<file path="src/rtl/core/upw_pkg.sv">
// Shared types and constants of the up-peak window detector.
`timescale 1ns / 1ps

package upw_pkg;

  // Field and register widths
  localparam int unsigned CarFlagW = 8;
  localparam int unsigned WinTimeW = 16;
  localparam int unsigned ThreshW  = 15;
  localparam int unsigned DurW     = 15;
  localparam int unsigned CarCntW  = 4;
  localparam int unsigned SlotCntW = 11;
  localparam int unsigned SumW     = 15;
  localparam int unsigned TimerW   = 16;
  localparam int unsigned CfgAddrW = 3;
  localparam int unsigned CfgDataW = 16;

  // Saturation limit of the per-slot departure count
  localparam logic [SlotCntW-1:0] SlotCountMax = 11'd1638;

  // Saturation limit of the reported window sum
  localparam logic [SumW-1:0] RingSumMax = 15'h7FFF;

  // Configuration register indexes
  typedef enum logic [CfgAddrW-1:0] {
    CfgWindowTime = 3'd0,
    CfgThreshold  = 3'd1,
    CfgDuration   = 3'd2,
    CfgCarCount   = 3'd3,
    CfgIdsEnable  = 3'd4,
    CfgUiEnable   = 3'd5
  } cfg_reg_e;

  // Per-lane control for one scan
  typedef struct packed {
    logic scan;      // unblocked transaction accepted
    logic clear;     // blocked transaction accepted while peak was active
    logic examined;  // lane index is below the configured car count
  } lane_ctl_t;

  // Window control for one scan
  typedef struct packed {
    logic scan;       // transaction accepted
    logic blocked;    // emergency or sabbath blocks detection
    logic clear_ring; // blocked while peak was active
    logic slot_end;   // slot timer reached the slot length
  } win_ctl_t;

endpackage

</file>
<file path="src/rtl/core/upw_car_lane.sv">
// One car lane: edge memory and rising-edge detect of a lobby departure flag.
`timescale 1ns / 1ps

module upw_car_lane (
  input  logic              clk_i,
  input  logic              rst_ni,
  input  upw_pkg::lane_ctl_t ctl_i,
  input  logic              flag_i,
  output logic              rise_o
);
  import upw_pkg::*;

  logic mem_q, mem_d;

  // Flag a new departure of an examined car
  assign rise_o = ctl_i.examined & flag_i & ~mem_q;

  // Track the flag level, drop it when a blocked peak is torn down
  always_comb begin
    mem_d = mem_q;
    if (ctl_i.examined) begin
      if (ctl_i.clear) begin
        mem_d = 1'b0;
      end else if (ctl_i.scan) begin
        mem_d = flag_i;
      end
    end
  end

  always_ff @(posedge clk_i or negedge rst_ni) begin
    if (!rst_ni) begin
      mem_q <= 1'b0;
    end else begin
      mem_q <= mem_d;
    end
  end

endmodule

</file>
<file path="src/rtl/core/upw_window.sv">
// Lane merge, slot counter and moving window ring with its running total.
`timescale 1ns / 1ps

module upw_window #(
  parameter int unsigned MAX_CARS     = 8,
  parameter int unsigned WINDOW_SLOTS = 20
) (
  input  logic                     clk_i,
  input  logic                     rst_ni,
  input  upw_pkg::win_ctl_t        ctl_i,
  input  logic [MAX_CARS-1:0]      rise_i,
  output logic [upw_pkg::SumW-1:0] total_next_o
);
  import upw_pkg::*;

  localparam int unsigned CntW = $clog2(MAX_CARS + 1);
  localparam int unsigned PtrW = (WINDOW_SLOTS > 2) ? $clog2(WINDOW_SLOTS) : 1;
  localparam int unsigned TotW = SumW + 1;
  localparam logic [PtrW-1:0] LastSlot = PtrW'(WINDOW_SLOTS - 1);

  logic [SlotCntW-1:0] ring_q [WINDOW_SLOTS];
  logic [PtrW-1:0]     ptr_q, ptr_next;
  logic [SlotCntW-1:0] slot_q, slot_new;
  logic [SlotCntW:0]   slot_sum;
  logic [TotW-1:0]     total_q, total_calc;
  logic [CntW-1:0]     rise_cnt;

  // Merge the lanes: count rising edges of this scan
  always_comb begin
    rise_cnt = '0;
    for (int c = 0; c < MAX_CARS; c++) begin
      rise_cnt = rise_cnt + CntW'(rise_i[c]);
    end
  end

  // Add to the slot count, hold at the limit
  assign slot_sum = {1'b0, slot_q} + (SlotCntW + 1)'(rise_cnt);
  assign slot_new = (slot_sum > {1'b0, SlotCountMax}) ? SlotCountMax
                                                       : slot_sum[SlotCntW-1:0];

  // Advance the pointer with wrap
  assign ptr_next = (ptr_q >= LastSlot) ? '0 : ptr_q + PtrW'(1);

  // Replace the oldest slot in the exact total, report it saturated
  assign total_calc   = total_q - TotW'(ring_q[ptr_next]) + TotW'(slot_new);
  assign total_next_o = (total_calc > TotW'(RingSumMax)) ? RingSumMax
                                                         : total_calc[SumW-1:0];

  always_ff @(posedge clk_i or negedge rst_ni) begin
    if (!rst_ni) begin
      ptr_q   <= '0;
      slot_q  <= '0;
      total_q <= '0;
      for (int k = 0; k < WINDOW_SLOTS; k++) begin
        ring_q[k] <= '0;
      end
    end else if (ctl_i.scan) begin
      if (ctl_i.blocked) begin
        slot_q <= '0;
        if (ctl_i.clear_ring) begin
          total_q <= '0;
          for (int k = 0; k < WINDOW_SLOTS; k++) begin
            ring_q[k] <= '0;
          end
        end
      end else if (ctl_i.slot_end) begin
        ptr_q            <= ptr_next;
        ring_q[ptr_next] <= slot_new;
        total_q          <= total_calc;
        slot_q           <= '0;
      end else begin
        slot_q <= slot_new;
      end
    end
  end

endmodule

</file>
<file path="src/rtl/core/up_peak_window_detector_core.sv">
// Top level of the up-peak window detector: config, timers, peak control, output queue.
// A result is registered in the output register, or in the skid entry while the output is stalled.
// Throughput: one transaction per cycle while in_stall_o is low; the whole scan updates on acceptance.
// A two-entry output queue keeps accepting while one result waits; input stalls only
// when both entries are full.
// Reset (rst_ni low, asynchronous): all state but the output and skid data registers, window ring and
// config clear, car_count returns to one; no reset clearing pass is needed.
`timescale 1ns / 1ps

module up_peak_window_detector_core #(
  parameter int unsigned MAX_CARS     = 8,
  parameter int unsigned WINDOW_SLOTS = 20
) (
  input  logic                         clk_i,
  input  logic                         rst_ni,
  // configuration write port
  input  logic                         cfg_we_i,
  input  logic [upw_pkg::CfgAddrW-1:0] cfg_addr_i,
  input  logic [upw_pkg::CfgDataW-1:0] cfg_data_i,
  // input channel
  input  logic                         in_valid_i,
  output logic                         in_stall_o,
  input  logic [upw_pkg::CarFlagW-1:0] car_flags_i,
  input  logic                         emergency_dispatch_i,
  input  logic                         sabbath_mode_i,
  input  logic                         service_request_i,
  input  logic                         ids_request_i,
  input  logic                         ui_request_i,
  input  logic                         tick_i,
  // output channel
  output logic                         out_valid_o,
  input  logic                         out_stall_i,
  output logic                         up_peak_active_o,
  output logic [upw_pkg::SumW-1:0]     window_sum_o
);
  import upw_pkg::*;

  // Reciprocal of the slot count for the slot length quotient
  localparam int unsigned PtrW       = (WINDOW_SLOTS > 2) ? $clog2(WINDOW_SLOTS) : 1;
  localparam int unsigned RecipShift = WinTimeW + PtrW;
  localparam int unsigned RecipW     = WinTimeW + 2;
  localparam logic [RecipW-1:0] Recip =
    RecipW'(((64'd1 << RecipShift) + WINDOW_SLOTS - 1) / WINDOW_SLOTS);
  localparam int unsigned ProdW = WinTimeW + RecipW;

  // Configuration registers
  logic [TimerW-1:0]  slot_len_q;
  logic [ThreshW-1:0] thresh_q;
  logic [DurW-1:0]    dur_q;
  logic [CarCntW-1:0] car_count_q;
  logic               ids_en_q, ui_en_q;
  logic [ProdW-1:0]   slot_prod;
  logic [ProdW-1:0]   slot_quot;

  assign slot_prod = ProdW'(cfg_data_i[WinTimeW-1:0]) * ProdW'(Recip);
  assign slot_quot = slot_prod >> RecipShift;

  // Write configuration; window time is kept as its slot length
  always_ff @(posedge clk_i or negedge rst_ni) begin
    if (!rst_ni) begin
      slot_len_q  <= '0;
      thresh_q    <= '0;
      dur_q       <= '0;
      car_count_q <= CarCntW'(1);
      ids_en_q    <= 1'b0;
      ui_en_q     <= 1'b0;
    end else if (cfg_we_i) begin
      unique case (cfg_reg_e'(cfg_addr_i))
        CfgWindowTime: slot_len_q  <= slot_quot[TimerW-1:0];
        CfgThreshold:  thresh_q    <= cfg_data_i[ThreshW-1:0];
        CfgDuration:   dur_q       <= cfg_data_i[DurW-1:0];
        CfgCarCount:   car_count_q <= cfg_data_i[CarCntW-1:0];
        CfgIdsEnable:  ids_en_q    <= cfg_data_i[0];
        CfgUiEnable:   ui_en_q     <= cfg_data_i[0];
        default: ;
      endcase
    end
  end

  // Handshake
  logic accept;
  logic skid_valid_q;
  assign in_stall_o = skid_valid_q;
  assign accept     = in_valid_i & ~in_stall_o;

  // Scan state
  logic [TimerW-1:0] slot_timer_q, slot_timer_d, slot_timer_adv;
  logic [TimerW-1:0] hold_timer_q, hold_timer_d, hold_timer_adv;
  logic [SumW-1:0]   ring_sum_q, ring_sum_d;
  logic              peak_q, peak_d;
  logic              blocked, slot_end, trigger;
  logic [SumW-1:0]   total_next;

  assign blocked = emergency_dispatch_i | sabbath_mode_i;

  // Advance timers on tick, hold at full scale
  assign slot_timer_adv = (tick_i && slot_timer_q != '1) ? slot_timer_q + TimerW'(1)
                                                         : slot_timer_q;
  assign hold_timer_adv = (tick_i && hold_timer_q != '1) ? hold_timer_q + TimerW'(1)
                                                         : hold_timer_q;
  assign slot_end = (slot_timer_adv >= slot_len_q);

  // Car lanes
  lane_ctl_t           lane_ctl [MAX_CARS];
  logic [MAX_CARS-1:0] rise;

  for (genvar c = 0; c < MAX_CARS; c++) begin : g_lane
    logic flag;
    if (c < CarFlagW) begin : g_flag
      assign flag = car_flags_i[c];
    end else begin : g_noflag
      assign flag = 1'b0;
    end
    assign lane_ctl[c].scan     = accept & ~blocked;
    assign lane_ctl[c].clear    = accept & blocked & peak_q;
    assign lane_ctl[c].examined = (car_count_q > CarCntW'(c));

    upw_car_lane u_lane (
      .clk_i  (clk_i),
      .rst_ni (rst_ni),
      .ctl_i  (lane_ctl[c]),
      .flag_i (flag),
      .rise_o (rise[c])
    );
  end

  // Window ring
  win_ctl_t win_ctl;
  assign win_ctl.scan       = accept;
  assign win_ctl.blocked    = blocked;
  assign win_ctl.clear_ring = peak_q;
  assign win_ctl.slot_end   = slot_end;

  upw_window #(
    .MAX_CARS     (MAX_CARS),
    .WINDOW_SLOTS (WINDOW_SLOTS)
  ) u_window (
    .clk_i        (clk_i),
    .rst_ni       (rst_ni),
    .ctl_i        (win_ctl),
    .rise_i       (rise),
    .total_next_o (total_next)
  );

  // Peak decision for the scan
  always_comb begin
    slot_timer_d = slot_timer_adv;
    hold_timer_d = hold_timer_adv;
    ring_sum_d   = ring_sum_q;
    peak_d       = peak_q;
    trigger      = 1'b0;
    if (blocked) begin
      slot_timer_d = '0;
      ring_sum_d   = '0;
      hold_timer_d = TimerW'(dur_q) + TimerW'(1);
      peak_d       = 1'b0;
    end else begin
      if (slot_end) begin
        slot_timer_d = '0;
        ring_sum_d   = total_next;
      end
      if (dur_q == '0) begin
        peak_d       = 1'b0;
        hold_timer_d = '0;
      end else begin
        trigger = (ring_sum_d >= thresh_q) | service_request_i |
                  (ids_en_q & ids_request_i) | (ui_en_q & ui_request_i);
        if (trigger) begin
          hold_timer_d = '0;
          peak_d       = 1'b1;
        end
        if (peak_d && hold_timer_d >= TimerW'(dur_q)) begin
          peak_d = 1'b0;
        end
      end
    end
  end

  always_ff @(posedge clk_i or negedge rst_ni) begin
    if (!rst_ni) begin
      slot_timer_q <= '0;
      hold_timer_q <= '0;
      ring_sum_q   <= '0;
      peak_q       <= 1'b0;
    end else if (accept) begin
      slot_timer_q <= slot_timer_d;
      hold_timer_q <= hold_timer_d;
      ring_sum_q   <= ring_sum_d;
      peak_q       <= peak_d;
    end
  end

  // Output register plus skid entry
  logic            out_valid_q, out_peak_q, skid_peak_q, out_take;
  logic [SumW-1:0] out_sum_q, skid_sum_q;

  assign out_take = out_valid_q & ~out_stall_i;

  always_ff @(posedge clk_i or negedge rst_ni) begin
    if (!rst_ni) begin
      out_valid_q  <= 1'b0;
      skid_valid_q <= 1'b0;
    end else if (!out_valid_q || out_take) begin
      out_valid_q  <= skid_valid_q | accept;
      skid_valid_q <= 1'b0;
    end else if (accept) begin
      skid_valid_q <= 1'b1;
    end
  end

  always_ff @(posedge clk_i) begin
    if (!out_valid_q || out_take) begin
      if (skid_valid_q) begin
        out_peak_q <= skid_peak_q;
        out_sum_q  <= skid_sum_q;
      end else begin
        out_peak_q <= peak_d;
        out_sum_q  <= ring_sum_d;
      end
    end else if (accept) begin
      skid_peak_q <= peak_d;
      skid_sum_q  <= ring_sum_d;
    end
  end

  assign out_valid_o      = out_valid_q;
  assign up_peak_active_o = out_peak_q;
  assign window_sum_o     = out_sum_q;

  // Checks
  a_skid_needs_out: assert property (@(posedge clk_i) disable iff (!rst_ni)
    skid_valid_q |-> out_valid_q)
    else $error("skid entry held without an output entry");

  a_skid_on_stall: assert property (@(posedge clk_i) disable iff (!rst_ni)
    $rose(skid_valid_q) |-> $past(out_valid_q && out_stall_i))
    else $error("skid entry filled while output was free");

  a_block_clears: assert property (@(posedge clk_i) disable iff (!rst_ni)
    (accept && blocked) |=> (!peak_q && ring_sum_q == '0))
    else $error("blocked scan left peak or window sum set");

endmodule

</file>
<file path="config.mk">
export PLATFORM = sky130hd
export DESIGN_NAME = up_peak_window_detector_core
export DESIGN_NICKNAME = d
export VERILOG_FILES = /design/src/rtl/core/upw_pkg.sv /design/src/rtl/core/upw_car_lane.sv /design/src/rtl/core/upw_window.sv /design/src/rtl/core/up_peak_window_detector_core.sv
export SDC_FILE = /design/constraint.sdc
export NUM_CORES = 1
export LEC_CHECK = 0
export ABC_AREA = 1
export BUFFER_PORTS_ARGS = -buffer_cell sky130_fd_sc_hd__buf_2
export CORE_MARGIN = 8
export CORE_UTILIZATION = 60
export CTS_CLUSTER_SIZE = 24
export DETAILED_ROUTE_END_ITERATION = 6
export GPL_TIMING_DRIVEN = 0
export PLACE_DENSITY = 0.77
export SYNTH_ARGS = -nofsm -noshare
export SYNTH_HDL_FRONTEND = slang
export SYNTH_HIERARCHICAL = 1
export SYNTH_SLANG_ARGS = --single-unit
</file>
<file path="constraint.sdc">
create_clock -name clk_i -period 27.5 [get_ports clk_i]
set_input_delay 6.875 -clock clk_i [delete_from_list [all_inputs] [get_ports clk_i]]
set_output_delay 6.875 -clock clk_i [all_outputs]
set_load 0.02 [all_outputs]
</file>
==> results.toml <==
[grt]
grt_overflow = 0
grt_pass1_vias = 22297
grt_max_degree = 116
grt_usage = 0.2957
grt_pass1_wl_mm = 119.0
antenna_found_initial = 1

[worst_setup_path]
critPathKind = "in2reg"
r2r_slack_ps = 15120
cp-start-kind = "primary input"
rr_endpoint = "skid_peak_q"
reg2reg_depth = 69
worstPathArrival_ps = 18330
critPathSlowestCell = "fa_1"
r2r_start = "car_count_q[3]"
critPathMaxFanout = 10
cp_data_required_time_ps = 27840
slowest_delay_ps = 530
endpoint_kind = "flop"
crit_path_frequent_cell = "nand2_1"

[synth]
synthesis.nets = 3647
seq_area_frac_synth = 0.3777
ys_ff_latch = 390
avgSynthCellArea_um2 = 7.928
synthArstFlopShare = 0.9179
synth_area_mm2 = 0.02626
syn_inst = 3313
yosysWarnings = 6
ys.flop_type = "dfrtp_1"
yosysUniqueCellTypes = 59
synth-edff-count = 32

[pwr]
power_density_mw_per_mm2 = 104.2
internal_power_mw = 1.542
power_leakage_nw = 15.40
p_total_mw = 2.999
comb_power_share = 0.577
p_sw_mw = 1.457
vdd_drop_max_uv = 79.85
netSwitchingFraction = 0.4857
p_seq_frac = 0.231
p_clk_frac = 0.192

[timing]
worst_pin_slew_ps = 1169
timing.slew.headroom = 0.2176
setup_violations = 0
finalHoldViolCount = 0
fin_crit_sh = 0.6541
fmax_mhz = 55.60
fin_skew_ps = 39.88
rsz0062_at_grt = "no"
tns_ps = 0
fin_crit_ps = 17990
slew_viol_final = 0

[final_layout]
drive_gt1_frac = 0.07313
utilization = 0.6666
nets = 3750
nFillCells = 3635
areaGrowthSynthToFinish_pct = 9.571
antenna_cells = 0

[worst_hold_path]
hold_end = "g_lane[1].u_lane/mem_q"
hold_depth = 2
min_from = "g_lane[1].u_lane/mem_q"
hp-class = "reg2reg"

[placement]
port_buffers = 55
dpl.hpwl_mm = 56.15
gp_congestion = 0.9715

[cts]
cts.sinks = 390
cts.repair.resized = 0
root_buffer = "clkbuf_16"
clk-insertion-delay-late_ps = 600
cts_hold_buf = 0
cts_tree = "done"
clockBufferDepth = 3
cts_made_buffers = 42
cts_setup_buffers = 0
htree_num_levels = 2
clkTransAtPathRegs_ps = 60

[detailed_routing]
viasPerCell = 5.738
firstDrtPassIters = 6
num_vias = 23130
finalWirelength_mm = 75.01
drc = 0
ant_nets = 0
first_iter_violations = 2392
wl_per_cell_um = 18.61

[die]
fp.dieW_um = 225.2
die_area_mm2 = 0.05072
design.core.area_mm2 = 0.04317
rows = 76
ios = 56
fp.dieH_um = 225.2
start_util = 0.6084

[run_status]
status = "complete, no violations"

[job]
drv_cap = 0
power groups by stage:
stage,clock [mW],sequential (mW),combinational [mW]
3_3_place_gp,0,0.699,1.65
4_1_cts,0.583,0.691,1.70
5_1_grt,0.606,0.700,1.92
2_1_floorplan,0,0.697,1.21
3_5_place_dp,0,0.701,1.69
6_report,0.576,0.692,1.73
worst max-delay path by stage:
stage | from | to | slack (ps)
finish | car_flags_i[0] | skid_peak_q | 9510
global route | car_flags_i[0] | up_peak_active_o | 8760
CTS | car_flags_i[0] | up_peak_active_o | 9730
detailed placement | car_flags_i[0] | up_peak_active_o | 9190
global placement | car_flags_i[0] | skid_peak_q | 9470
floorplan | car_flags_i[0] | skid_peak_q | 11450
critical path, delay by kind of cell:
family                     cells  cell delay (ps)
and+or+nand+nor               46             5120
adders and majority gates      9             3860
buffers and inverters          8             1360
AOI/OAI and AO/OA              5             1030
per-stage QoR:
step                hold slack (ps)  setup WS, ps  cell area (um2)  std cells
global placement              453.7          9467            27270       3953
detailed placement            459.8          9187            27380       3957
floorplan                     442.6         11450            26260       3313
CTS                           473.1          9726            28780       4031
finish                        471.1          9513            28780       4031
global route                  495.6          8758            28780       4031
cells in the final DEF (no fill, tap or decap), types with 9 or more instances in the layout:
master	netlist	routed
inv_2	10	10
nand2_1	1205	1205
o22ai_1	16	16
nand3b_1	10	10
nand4_1	27	27
buf_2	32	86
buf_1	14	14
ha_1	199	199
nand3_2	9	9
nand2_4	11	11
a21oi_1	92	92
nand3_1	199	199
buf_6	9	9
dfrtp_1	357	357
nor3_1	45	45
o21ai_1	10	10
xor2_1	40	40
a22oi_1	108	108
edfxtp_1	32	32
clkbuf_8	1	10
fa_1	97	97
clkbuf_1	78	86
inv_1	346	346
nand2_2	25	25
o21ai_0	123	123
xnor2_1	14	14
nor2_1	126	125
clkbuf_16	0	43
metal layers:
layer	track usage	wire, um	vias up
met3	0.07053	7522	139
met5	0	0	-
met1	0.4194	32440	11100
met2	0.4447	32750	1027
met4	0.09497	2289	0
li1	-	-	10864
registers in the layout (all words and copies together) (netlist names), 4 cells and up:
name,flops
car_count_q,4
dur_q,15
g_lane.u_lane/mem_q,8
hold_timer_q,16
ring_sum_q,15
skid_sum_q,15
slot_len_q,12
slot_timer_q,16
thresh_q,15
u_window/ptr_q,5
u_window/ring_q,220
u_window/slot_q,11
u_window/total_q,16
window_sum_o,15
cell type report:
| class | instances | area [um2] | area share |
|---|---|---|---|
| inverter | 360 | 1356 | 0.04713 |
| sequential | 390 | 9921 | 0.3447 |
| timing repair buffer | 59 | 382.9 | 0.01330 |
| clock buffer | 60 | 1230 | 0.04274 |
| buffer | 139 | 670.6 | 0.02330 |
| multi-input combinational | 2424 | 14320 | 0.4976 |
| tap | 585 | 732.0 | 0.02543 |
| clock inverter | 14 | 166.4 | 0.005783 |
kinds of logic after synthesis:
logic type	Yosys count	synth area share
fa+ha+maj	296	0.1687
compound gates	384	0.08775
simple gates	1690	0.2706
flops	390	0.3777
xor+xnor	54	0.01801
buf+inv	499	0.07718
synthesized netlist by cell type, types with 2 or more instances:
cell         n  area [um2]
nand2_1   1205        4523
dfrtp_1    357        8934
inv_1      346        1299
ha_1       199        2490
nand3_1    199       996.0
nor2_1     126       473.0
o21ai_0    123       615.6
a22oi_1    108       810.8
fa_1        97        1942
a21oi_1     92       460.4
clkbuf_1    78       292.8
nor3_1      45       225.2
xor2_1      40       350.3
buf_2       32       160.2
edfxtp_1    32       960.9
nand4_1     27       168.9
nand2_2     25       156.4
o22ai_1     16       100.1
buf_1       14       52.55
xnor2_1     14       122.6
nand2_4     11       123.9
inv_2       10       37.54
nand3b_1    10       75.07
o21ai_1     10       50.05
buf_6        9       101.4
nand3_2      9       90.09
a21o_1       8       60.06
nor2_2       7       43.79
a31oi_1      6       37.54
nor4_1       6       37.54
nor3b_1      4       30.03
o21bai_1     4       30.03
or2_2        4       25.02
a211oi_1     3       22.52
a21boi_0     3       22.52
buf_4        3       22.52
clkinv_1     3       11.26
o21a_1       3       22.52
and2_1       2       12.51
nor2_4       2       22.52
nor3_2       2       20.02
nor3_4       2       32.53
Power figures use the tool's default switching activity.
